File: src/rtl/ett_pkg.sv
// Shared types and constants for the event timeout timer bank.
`default_nettype none

package ett_pkg;

  localparam int unsigned EVENT_COUNT_DEF = 8;
  localparam int unsigned TIMER_WIDTH_DEF = 32;

  localparam int unsigned OPCODE_W  = 2;
  localparam int unsigned MASK_W    = 8;
  localparam int unsigned TIMEOUT_W = 32;
  localparam int unsigned FLAGS_W   = 8;

  localparam int unsigned IN_DATA_W  = MASK_W + TIMEOUT_W;
  localparam int unsigned OUT_DATA_W = 2 * FLAGS_W;

  typedef enum logic [OPCODE_W-1:0] {
    OP_ARM   = 2'd0,
    OP_SET   = 2'd1,
    OP_CLEAR = 2'd2,
    OP_TICK  = 2'd3
  } ett_op_e;

  typedef struct packed {
    ett_op_e                op;
    logic [MASK_W-1:0]      mask;
    logic [TIMEOUT_W-1:0]   timeout;
  } ett_cmd_t;

  typedef struct packed {
    logic [FLAGS_W-1:0] pending;
    logic [FLAGS_W-1:0] expired;
  } ett_res_t;

endpackage

`default_nettype wire

File: src/rtl/ett_timer_bank.sv
// Countdown timers and pending flags, updated once per command.
`default_nettype none

module ett_timer_bank
  import ett_pkg::*;
#(
  parameter int unsigned EVENT_COUNT = EVENT_COUNT_DEF,
  parameter int unsigned TIMER_WIDTH = TIMER_WIDTH_DEF
) (
  input  wire logic     clk_i,
  input  wire logic     rst_ni,
  input  wire logic     upd_i,
  input  wire ett_cmd_t cmd_i,
  output ett_res_t      res_o
);

  logic [TIMER_WIDTH-1:0] cnt_q [EVENT_COUNT];
  logic [TIMER_WIDTH-1:0] cnt_d [EVENT_COUNT];
  logic [EVENT_COUNT-1:0] flags_q, flags_d;
  logic [EVENT_COUNT-1:0] m;
  logic [EVENT_COUNT-1:0] exp_w;
  logic                   load_ok;
  logic [63:0]            t64, tmax64, sat64;
  logic [TIMER_WIDTH-1:0] load_val;

  for (genvar i = 0; i < EVENT_COUNT; i++) begin : g_mask
    if (i < MASK_W) begin : g_in
      assign m[i] = cmd_i.mask[i];
    end else begin : g_out
      assign m[i] = 1'b0;
    end
  end

  // saturate the load at the timer's largest value
  assign t64      = {{(64-TIMEOUT_W){1'b0}}, cmd_i.timeout};
  assign tmax64   = {64{1'b1}} >> (64 - TIMER_WIDTH);
  assign sat64    = (t64 > tmax64) ? tmax64 : t64;
  assign load_val = sat64[TIMER_WIDTH-1:0];
  assign load_ok  = (cmd_i.timeout != '0) && (m != '0) &&
                    ((m & (m - EVENT_COUNT'(1))) == '0);

  always_comb begin
    flags_d = flags_q;
    exp_w   = '0;
    for (int i = 0; i < EVENT_COUNT; i++) begin
      cnt_d[i] = cnt_q[i];
    end
    unique case (cmd_i.op)
      OP_ARM: begin
        flags_d = flags_q & ~m;
        for (int i = 0; i < EVENT_COUNT; i++) begin
          if (load_ok && m[i]) cnt_d[i] = load_val;
        end
      end
      OP_SET: begin
        flags_d = flags_q | m;
        for (int i = 0; i < EVENT_COUNT; i++) begin
          if (m[i]) cnt_d[i] = '0;
        end
      end
      OP_CLEAR: begin
        flags_d = flags_q & ~m;
        for (int i = 0; i < EVENT_COUNT; i++) begin
          if (m[i]) cnt_d[i] = '0;
        end
      end
      OP_TICK: begin
        for (int i = 0; i < EVENT_COUNT; i++) begin
          if (cnt_q[i] != '0) begin
            cnt_d[i] = cnt_q[i] - TIMER_WIDTH'(1);
            exp_w[i] = (cnt_q[i] == TIMER_WIDTH'(1));
          end
        end
        flags_d = flags_q | exp_w;
      end
      default: ;
    endcase
  end

  always_ff @(posedge clk_i or negedge rst_ni) begin
    if (!rst_ni) begin
      flags_q <= '0;
      for (int i = 0; i < EVENT_COUNT; i++) begin
        cnt_q[i] <= '0;
      end
    end else if (upd_i) begin
      flags_q <= flags_d;
      for (int i = 0; i < EVENT_COUNT; i++) begin
        cnt_q[i] <= cnt_d[i];
      end
    end
  end

  // report the low flag bits, zero above the bank
  for (genvar i = 0; i < FLAGS_W; i++) begin : g_res
    if (i < EVENT_COUNT) begin : g_in
      assign res_o.pending[i] = flags_d[i];
      assign res_o.expired[i] = exp_w[i];
    end else begin : g_out
      assign res_o.pending[i] = 1'b0;
      assign res_o.expired[i] = 1'b0;
    end
  end

  a_tick_raises: assert property (@(posedge clk_i) disable iff (!rst_ni)
    upd_i && cmd_i.op == OP_TICK |=> ((flags_q & $past(exp_w)) == $past(exp_w)))
    else $error("expired timer did not raise its flag");

  a_clear_drops: assert property (@(posedge clk_i) disable iff (!rst_ni)
    upd_i && cmd_i.op == OP_CLEAR |=> ((flags_q & $past(m)) == '0))
    else $error("clear left a named flag set");

  a_hold_idle: assert property (@(posedge clk_i) disable iff (!rst_ni)
    !upd_i |=> $stable(flags_q))
    else $error("flags changed without a command");

endmodule

`default_nettype wire

File: src/rtl/event_timeout_timers.sv
// Top level of the event timeout timer bank: input register, timer bank, result register.
//
//  channel  dir  handshake                    payload
//  s_axis   in   s_axis_tvalid/s_axis_tready  tdata: mask, timeout; tuser: opcode
//  m_axis   out  m_axis_tvalid/m_axis_tready  tdata: pending flags, expired bits
//
// One item per cycle sustained while m_axis_tready is high; m_axis shows the result register.
// All timers update in parallel in the bank between the input and result registers.
// Reset zeroes every timer and all flags; no fill or clearing pass is needed.
// A stalled result register holds the input register, which stalls s_axis_tready.
`default_nettype none

module event_timeout_timers
  import ett_pkg::*;
#(
  parameter int unsigned EVENT_COUNT = EVENT_COUNT_DEF,
  parameter int unsigned TIMER_WIDTH = TIMER_WIDTH_DEF
) (
  input  wire logic                  clk_i,
  input  wire logic                  rst_ni,
  input  wire logic                  s_axis_tvalid,
  output logic                       s_axis_tready,
  input  wire logic [IN_DATA_W-1:0]  s_axis_tdata,   // event_mask[7:0], timeout_ticks[39:8]
  input  wire logic [OPCODE_W-1:0]   s_axis_tuser,   // opcode[1:0]
  output logic                       m_axis_tvalid,
  input  wire logic                  m_axis_tready,
  output logic [OUT_DATA_W-1:0]      m_axis_tdata    // pending_flags[7:0], expired_now[15:8]
);

  logic     in_valid_q;
  ett_cmd_t in_cmd_q;
  logic     out_valid_q;
  ett_res_t out_res_q;
  ett_res_t res_w;
  logic     adv;

  assign adv           = !out_valid_q || m_axis_tready;
  assign s_axis_tready = !in_valid_q || adv;

  always_ff @(posedge clk_i or negedge rst_ni) begin
    if (!rst_ni) begin
      in_valid_q <= 1'b0;
    end else if (s_axis_tready) begin
      in_valid_q <= s_axis_tvalid;
    end
  end

  always_ff @(posedge clk_i) begin
    if (s_axis_tready && s_axis_tvalid) begin
      in_cmd_q.op      <= ett_op_e'(s_axis_tuser);
      in_cmd_q.mask    <= s_axis_tdata[MASK_W-1:0];
      in_cmd_q.timeout <= s_axis_tdata[IN_DATA_W-1:MASK_W];
    end
  end

  ett_timer_bank #(
    .EVENT_COUNT (EVENT_COUNT),
    .TIMER_WIDTH (TIMER_WIDTH)
  ) u_bank (
    .clk_i  (clk_i),
    .rst_ni (rst_ni),
    .upd_i  (in_valid_q && adv),
    .cmd_i  (in_cmd_q),
    .res_o  (res_w)
  );

  always_ff @(posedge clk_i or negedge rst_ni) begin
    if (!rst_ni) begin
      out_valid_q <= 1'b0;
    end else if (adv) begin
      out_valid_q <= in_valid_q;
    end
  end

  always_ff @(posedge clk_i) begin
    if (adv && in_valid_q) begin
      out_res_q <= res_w;
    end
  end

  assign m_axis_tvalid = out_valid_q;
  assign m_axis_tdata  = {out_res_q.expired, out_res_q.pending};

  a_stage_holds: assert property (@(posedge clk_i) disable iff (!rst_ni)
    in_valid_q && !adv |=> in_valid_q)
    else $error("queued item dropped while result stalled");

  a_ready_when_empty: assert property (@(posedge clk_i) disable iff (!rst_ni)
    !out_valid_q |-> s_axis_tready)
    else $error("input stalled with empty result register");

endmodule

`default_nettype wire

File: config.mk
export PLATFORM = sky130hd
export DESIGN_NAME = event_timeout_timers
export DESIGN_NICKNAME = d
export VERILOG_FILES = /design/src/rtl/ett_pkg.sv /design/src/rtl/ett_timer_bank.sv /design/src/rtl/event_timeout_timers.sv
export SDC_FILE = /design/constraint.sdc
export NUM_CORES = 1
export LEC_CHECK = 0
export BUFFER_PORTS_ARGS = -buffer_cell sky130_fd_sc_hd__clkbuf_2
export CAP_MARGIN = 30
export CORE_MARGIN = 3
export CORE_UTILIZATION = 45
export CTS_CLUSTER_SIZE = 8
export DETAILED_ROUTE_END_ITERATION = 16
export SKIP_LAST_GASP = 1
export SLEW_MARGIN = 10
export SYNTH_ARGS = -nofsm -noshare
export SYNTH_HDL_FRONTEND = slang
export SYNTH_SLANG_ARGS = --single-unit
File: constraint.sdc
create_clock -name clk_i -period 5.9 [get_ports clk_i]
set_input_delay 1.18 -clock clk_i [delete_from_list [all_inputs] [get_ports clk_i]]
set_output_delay 1.18 -clock clk_i [all_outputs]
set_load 0.05 [all_outputs]
Word level (Yosys, flattened, before mapping) --
Cells that the tools add are included.
Storage, ports and cells: register bits 324, input port bits 46, output and inout port bits 18, word-level logic and storage cells 147
Operators by class: add/sub/neg operators 9, order comparisons 1, equality and inequality tests 35, mux-type cells 43, bitwise operators 5, reduce and logical (&&, ||, !) cells 38
Operator list (count):
- 32-bit 2-to-1 mux | 25
- 256-bit one-hot mux with 3 select lines | 1
- 32-bit nonzero test | 9
- 32-bit by 1-bit == test with 1-bit output, second input constant | 8
- 32-bit by 1-bit subtractor with 32-bit output, second input constant | 8
- 2-bit by 1-bit inequality test with 1-bit output, second input constant | 24
- 32-bit greater-than comparator, second input constant | 1
- 4-bit AND reduction | 8
- 8-bit one-hot mux with 3 select lines | 1
- 8-bit AND | 2
- 1-bit 2-to-1 mux | 16
- 8-bit bitwise OR | 2
- 1-bit logical AND | 12
- 8-bit zero test | 1
- 8-bit inverter | 1
- 8-bit nonzero test | 1
- 8-bit by 1-bit subtractor with 8-bit output, second input constant | 1
- 2-bit == test, second input constant | 2
- 2-bit OR reduction | 2
- 2-bit by 1-bit == test with 1-bit output, second input constant | 1
- 1-bit zero test | 2
- 2-bit zero test | 1
- 1-bit logical OR | 2

Logic depth before layout (Yosys ltp) --
Gate-level depths: netlist (run 1).
word-level depth 7, mapped depth 11, mapped depth without buffers 8

Modules after synthesis --
A second synthesis (run 1) with hierarchy kept.
Unflattened totals: cells, all modules 2176, area total of the unflattened synthesis 18158.7 sq um
By module, submodules not included:
- ett_timer_bank | times used 1, cells an instance 2110, area each 16313.1 sq um, sequential area each 6606.3 sq um
- event_timeout_timers | times used 1, cells an instance 66, area each 1845.5 sq um, sequential area each 1791.7 sq um

Least setup slack after synthesis (run 1) --
Ideal clock, no wire load.
path kind input to register, start point input port m_axis_tready, end point register in_cmd_q[0] (netlist name), enable pin, library setup time 403 ps, data arrival time 2704 ps, data required time 5497 ps, slack 2793 ps, stages on the path 3, buffers on the path 0, cell sequence nor2b_1 -> nand2_1 -> and2_1
On the way: longest elaborated chain between the ends 3
Ends and longest elaborated chain:
- start, declared | line event_timeout_timers.sv:26 | input wire logic m_axis_tready,
- 1-bit logical OR | line event_timeout_timers.sv:37 | assign adv = !out_valid_q || m_axis_tready;
- 1-bit logical OR | line event_timeout_timers.sv:38 | assign s_axis_tready = !in_valid_q || adv;
- net s_axis_tready | line event_timeout_timers.sv:22 | output logic s_axis_tready,
- 1-bit logical AND | line event_timeout_timers.sv:49 | if (s_axis_tready && s_axis_tvalid) begin
- end, declared | line event_timeout_timers.sv:31 | ett_cmd_t in_cmd_q;
The timed path passes the listed nets, and every way through them passes these cells. A chain may end at the register's enable or synchronous reset.

Worst setup path after layout (run 1) --
start point register u_bank.cnt_q[96] (netlist name), end point register u_bank.cnt_q[106] (netlist name)
On the way: longest elaborated chain between the ends 3, elaborated cells between the ends (all ways) 6, classes of those cells add/sub: 1; eq/ne: 1; mux: 2; reduce/logical: 2
Ends and longest elaborated chain:
- start, declared | line ett_timer_bank.sv:17 | logic [TIMER_WIDTH-1:0] cnt_q [EVENT_COUNT];
- start signal, assigned by index | line ett_timer_bank.sv:89 | cnt_q[i] <= cnt_d[i];
- 32-bit by 1-bit subtractor with 32-bit output / 32-bit nonzero test (equally long branches) | line ett_timer_bank.sv:70, ett_timer_bank.sv:69
- 32-bit 2-to-1 mux / 2-bit by 1-bit inequality test with 1-bit output (equally long branches)
- 256-bit one-hot mux with 3 select lines / 4-bit AND reduction (equally long branches)
Several ways; a longest one is shown, not always the timed one. The select of a mux whose other input is x is not followed.

==> results of run 1 <==
==> where the power goes <==
| part | switching (mW) | internal [mW] | leakage, nW |
|---|---|---|---|
| sequential | 0.451 | 2.71 | 4.07 |
| combinational | 1.69 | 0.792 | 3.62 |
| clock | 0.998 | 1.42 | 0.607 |
==> flip-flops by register name (all words and copies together), names as in the netlist <==
name / flops
u_bank.cnt_q: 256
in_cmd_q: 42
m_axis_tdata: 16
u_bank.flags_q: 8
in_valid_q: 1
m_axis_tvalid: 1
==> cells by family (layout without fill, tap and decap cells) <==
| family | count (synthesis) | after routing | share of synthesized area (%) |
|---|---|---|---|
| AO/OA/AOI/OAI | 940 | 940 | 29.7 |
| AND/OR/NAND/NOR | 713 | 713 | 19.1 |
| flip-flops | 324 | 324 | 44.8 |
| buffers and inverters | 225 | 238 | 4.95 |
| adder cells (fa/ha/maj) | 20 | 20 | 1.34 |
| XOR/XNOR | 2 | 2 | 0.0935 |
| multiplexers | 1 | 1 | 0.0601 |
==> worst max-delay path: cells and delay by family, from the launching register on <==
family / cells / cell delay, ns
AO/OA/AOI/OAI: 3 / 0.98
AND/OR/NAND/NOR: 3 / 1.50
buffers and inverters: 2 / 0.54
flip-flops: 1 / 0.41
adder cells (fa/ha/maj): 1 / 0.22
==> metal layers <==
layer	track usage [%]	routed length [um]
met5	0	10
met4	13.6	3000
met3	6.37	6640
met2	44.6	29100
met1	41.9	28400
==> layout make-up <==
type                    count  area share (%)
inverters                  63            1.14
clock buffers              61            5.85
multi-input cells        1676            45.5
repair buffers            111            3.87
well taps                 532            3.20
flip-flops and latches    324            40.3
clock inverters             3           0.162
==> placed cells by master (no fill, tap or decap), drive strengths merged, types with 6 or more instances in the layout <==
| cell type | Yosys | final |
|---|---|---|
| nor2 | 223 | 223 |
| o21ai | 372 | 372 |
| inv | 63 | 65 |
| nor2b | 12 | 12 |
| a41oi | 12 | 12 |
| and3 | 17 | 17 |
| nand3 | 26 | 26 |
| nand4 | 17 | 17 |
| and2 | 42 | 42 |
| nand2b | 13 | 13 |
| o211ai | 9 | 9 |
| o22ai | 12 | 12 |
| o41ai | 15 | 15 |
| a31oi | 100 | 100 |
| buf | 60 | 48 |
| edfxtp | 58 | 58 |
| o31a | 6 | 6 |
| or3 | 15 | 15 |
| a21oi | 239 | 239 |
| or2 | 8 | 8 |
| dfrtp | 266 | 266 |
| o21a | 7 | 7 |
| ha | 20 | 20 |
| or4 | 14 | 14 |
| nand2 | 107 | 107 |
| clkbuf | 102 | 123 |
| o31ai | 119 | 119 |
| nor3 | 119 | 119 |
| nor4 | 74 | 74 |
==> worst paths after layout <==
check                                       from                end  slack, ns
worst min register to register  u_bank.cnt_q[78]   u_bank.cnt_q[78]       0.49
worst min-delay path            u_bank.cnt_q[78]   u_bank.cnt_q[78]       0.49
max in group asynchronous                 rst_ni    u_bank.cnt_q[2]       3.95
min in group asynchronous                 rst_ni  u_bank.cnt_q[148]       0.73
worst max-delay path            u_bank.cnt_q[96]  u_bank.cnt_q[106]       2.11
worst max register to register  u_bank.cnt_q[96]  u_bank.cnt_q[106]       2.11
==> impl_results.md, run 1 <==
* Pins Over Slew Limit at 0
* Total Power at 8.07 mW
* Die area at 44100 um^2
* Largest stage delay, worst path at 0.70 ns
* CTS tree: yes
* Max Cap Violations at 0
* Leakage at 8.30 nW
* Maximum VDD drop at 0.000246 V
* Largest net degree at the start of global routing at 122
* Slowest CP cell: a221o_1
* Synth top area share at 35.5%
* Crit end category: flop
* Final WL at 67100 um
* Setup WS post-layout at 2.11 ns
* Unrepaired setup endpoints after global routing: false
* Final #Nets at 2288
* Antenna diode count at 0
* Clock Latency Late Sink at 0.58 ns
* Num ports at 64
* Die width at 210 um
* Worst Tran Pin Value at 1.08 ns
* Setup Buffers After CTS at 0
* Post-CTS Resized at 0
* Via density at 6.68
* Post-synth EDFFs at 58
* Synth Register Bits at 324
* Fin crit share at 64.2%
* Netlist cell types at 75
* Crit Path Class: reg -> reg
* Critical path fanouts, max at 40
* H-tree levels at 2
* Via count at 18500
* GRT Total Usage at 29.8%
* # port buffers at 63
* Synth area leader: dfrtp_1
* Non-filler cells in the finished layout at 2770
* DP HPWL at 42600 um
* Smallest hold slack at 0.488 ns
* Worst Hold Class: reg -> reg
* Final hold viol count at 0
* Final Setup Violations at 0
* Worst relative slew slack at 28.2%
* Fillers at 3831
* Placed Area at 19500 um^2
* Final std cell area, no fill at 20800 um^2
* Synth Instances at 2225
* Most frequent cell after synthesis: o21ai_0
* Hold-critical path depth at 1
* Root buffer cell: clkbuf_16
* GRT Residual Overflow at 0
* CP Cell Sequence: inv_1, ha_1, or4b_2, nor3_2, and2_1, a221o_1, buf_4, a21oi_1, o22a_1
* Core area at 41000 um^2
* Placed insts at 2702
* Die height at 210 um
* Post-route DRC at 0
* Status: finished, final reports clean
* R2r worst-path depth at 9
* Antenna viol nets, final at 0
* Syn nets at 2291
* Core Util, Final at 50.8%
* Ys async rst share at 82.1%
* Sequential element share of the synthesized area at 44.8%
* Multi-input logic area at 9460 um^2
* Layout cells sized above 1 at 8.85%
* Max Root-Sink Buffers at 3
* Vias in the first global route at 17700
* Worst Skew at 0.0203 ns
* Critical Path RT at 6.36 ns
* Initial antenna violation count at 1
* TritonCTS Buffers at 46
* CTS Hold Bufs at 0
* PwrDens at 388 nW/um^2
* Cell Rows at 74
* Shortest period the worst path allows at 3.79 ns
* Setup TNS at 0 ns
* CTS sink cnt at 324
* First-pass GRT wire length at 104000 um
* Syn Area/Cell at 8.42 um^2
* Ys flop type: dfrtp_1
* Place WS at 1.79 ns
* Top post-synthesis cells by area: dfrtp_1, edfxtp_1, o21ai_0
* Crit start category: flop
* Initial Util at 45.7%
* Routability cong. at 0.901
* Synth cell count leaders: o21ai_0, dfrtp_1, a21oi_1
* Ys Warns at 0
* Drt pass-1 iters at 6
* DR iter-0 viols at 2271
* Crit path arrival time at 4.25 ns
* Mapped Area at 18700 um^2
* Area Overhead vs Synth at 11.1%
* Mean routed wirelength per cell at 24.2 um
* Worst-path clk slew at 0.06 ns
* Register area at 8400 um^2
* Fmax at 0.264 GHz
Power figures use the tool's default switching activity.
==> run 2, diff against run 1 <==
==> constraint.sdc (replaced) <==
create_clock -name clk_i -period 3.19 [get_ports clk_i]
set_input_delay 0.638 -clock clk_i [delete_from_list [all_inputs] [get_ports clk_i]]
set_output_delay 0.638 -clock clk_i [all_outputs]
set_load 0.05 [all_outputs]
==> run 2 against run 1 <==
Against the previous run: die area is the same; sequential power rose by 85%; non-clock buffer count increased by 83; final area increased by 3.1%; first-iteration DRC count fell by 10%; core utilization rose by 1.6 points; largest cell class unchanged.
==> impl_results.md, run 2 (same netlist as run 1, synthesis figures left out) <==
* TritonCTS Buffers at 46 (unchanged)
* Die height at 210 um (unchanged)
* Max Root-Sink Buffers at 3 (unchanged)
* Core area at 41000 um^2 (unchanged)
* First-pass GRT wire length at 105000 um (was 104000 um)
* Initial Util at 45.7% (unchanged)
* CTS Hold Bufs at 0 (unchanged)
* Fillers at 3833 (was 3831)
* Max reg flops at 256 (unchanged)
* Root buffer cell: clkbuf_16 (unchanged)
* Crit start category: flop (unchanged)
* Worst Skew at 0.0244 ns (was 0.0203 ns)
* Non-filler cells in the finished layout at 2853 (was 2770)
* Unrepaired setup endpoints after global routing: false (unchanged)
* Maximum VDD drop at 0.000476 V (was 0.000246 V)
* Setup TNS at 0 ns (unchanged)
* DR iter-0 viols at 2038 (was 2271)
* Worst Tran Pin Value at 0.963 ns (was 1.08 ns)
* Mean routed wirelength per cell at 23.6 um (was 24.2 um)
* Post-CTS Resized at 0 (unchanged)
* Top reg by flops: u_bank.cnt_q (unchanged)
* Critical path fanouts, max at 7 (was 40)
* Final std cell area, no fill at 21500 um^2 (was 20800 um^2)
* DP HPWL at 44200 um (was 42600 um)
* Place WS at 0.361 ns (was 1.79 ns)
* Worst-path clk slew at 0.05 ns (was 0.06 ns)
* Cell Rows at 74 (unchanged)
* Vias in the first global route at 17900 (was 17700)
* Die area at 44100 um^2 (unchanged)
* Clock Latency Late Sink at 0.60 ns (was 0.58 ns)
* Fin crit share at 91.4% (was 64.2%)
* Final Setup Violations at 0 (unchanged)
* CTS sink cnt at 324 (unchanged)
* Drt pass-1 iters at 5 (was 6)
* Fmax at 0.343 GHz (was 0.264 GHz)
* R2r worst-path depth at 9 (unchanged)
* Layout cells sized above 1 at 12.1% (was 8.85%)
* Via count at 18700 (was 18500)
* Pins Over Slew Limit at 0 (unchanged)
* Worst relative slew slack at 35.2% (was 28.2%)
* Leakage at 8.73 nW (was 8.30 nW)
* Area Overhead vs Synth at 14.6% (was 11.1%)
* Crit end category: flop (unchanged)
* Shortest period the worst path allows at 2.92 ns (was 3.79 ns)
* Die width at 210 um (unchanged)
* H-tree levels at 2 (unchanged)
* Routability cong. at 0.936 (was 0.901)
* Num ports at 64 (unchanged)
* Largest net degree at the start of global routing at 77 (was 122)
* Crit path arrival time at 3.38 ns (was 4.25 ns)
* # port buffers at 63 (unchanged)
* FF-to-FF setup slack at 0.27 ns (was 2.11 ns)
* Multi-input logic area at 9460 um^2 (unchanged)
* Setup Buffers After CTS at 0 (unchanged)
* Antenna viol nets, final at 0 (unchanged)
* Commonest cells after routing, fill and taps aside: o21ai_0, dfrtp_1, a21oi_1, nor2_1, buf_4 (was o21ai_0, dfrtp_1, a21oi_1, nor2_1, o31ai_1)
* Placed Area at 20200 um^2 (was 19500 um^2)
* Placed insts at 2789 (was 2702)
* Critical Path RT at 3.65 ns (was 6.36 ns)
* Max Cap Violations at 0 (unchanged)
* Final WL at 67400 um (was 67100 um)
* Register area at 8400 um^2 (unchanged)
* PwrDens at 709 nW/um^2 (was 388 nW/um^2)
* CTS tree: yes (unchanged)
* Setup WS post-layout at 0.274 ns (was 2.11 ns)
* Final #Nets at 2371 (was 2288)
* Status: finished, final reports clean (unchanged)
* Commonest non-fill, non-tap cell in the layout: o21ai_0 (unchanged)
* Crit Path Class: reg -> reg (unchanged)
* Initial antenna violation count at 3 (was 1)
* Final hold viol count at 0 (unchanged)
* Worst Hold Class: in -> async (was reg -> reg)
* Post-route DRC at 0 (unchanged)
* Via density at 6.56 (was 6.68)
* GRT Total Usage at 30.1% (was 29.8%)
* GRT Residual Overflow at 0 (unchanged)
-- run 2: cell types whose count changed in the layout (fill, tap and decap cells not counted), sizes merged --
cell           before  now
buf                48  132
clkbuf            123  122
clkdlybuf4s15       1    0
diode               0    1
-- run 2: path summary, 6_finish.rpt --
kind	end	start
setup / recovery	u_bank.cnt_q[241]	in_cmd_q[40]
hold / removal	u_bank.cnt_q[148]	rst_ni
max in group asynchronous	u_bank.cnt_q[172]	rst_ni
setup reg to reg	u_bank.cnt_q[241]	in_cmd_q[40]
min in group clk_i	in_cmd_q[24]	s_axis_tdata[32]
hold reg to reg	u_bank.cnt_q[78]	u_bank.cnt_q[78]
-- run 2: metal layers --
metal / vias to the layer above / global-route usage [%] / routed length, um / share of wire (%)
li1: 8520 / - / - / -
met1: 9061 / 40.2 / 27800 / 41
met2: 935 / 45.2 / 29400 / 44
met3: 195 / 7.71 / 6410 / 9.5
met4: 0 / 16.5 / 3830 / 5.7
met5: - / 0 / 0 / 0
-- run 2: critical path: stages, from the launching register on --
cell	delay [ns]
edfxtp_1	0.35
inv_1	0.07
ha_1	0.40
nor2_1	0.55
nor2_1	0.24
a31oi_1	0.56
buf_4	0.26
o21ai_0	0.09
o21ai_0	0.15
o21ai_0	0.10
-- run 2: area by class of cell --
type                            count  area share [%]
Multi-Input combinational cell   1676            44.1
Clock buffer                       60            5.65
Inverter                           63            1.10
Sequential cell                   324            39.1
Timing Repair Buffer              194            6.68
Tap cell                          532            3.10
Antenna cell                        1          0.0117
Clock inverter                      3           0.262
-- run 2: where the power goes --
| group | switching [mW] | internal (mW) | leakage, nW |
|---|---|---|---|
| Sequential | 0.827 | 5.02 | 4.07 |
| Combinational | 3.16 | 1.67 | 4.05 |
| Clock | 1.90 | 2.64 | 0.616 |
| Total | 5.89 | 9.33 | 8.73 |
-- run 2: stage by stage --
step	utilization, %	total power, mW	hold slack [ns]
after global placement	49.2	10.5	0.472
after detailed placement	49.2	10.6	0.478
final	52.3	15.2	0.0295
after CTS	52.3	15.2	0.0399
after floorplan	-	8.95	0.342
after global routing	52.3	16.1	0.0663
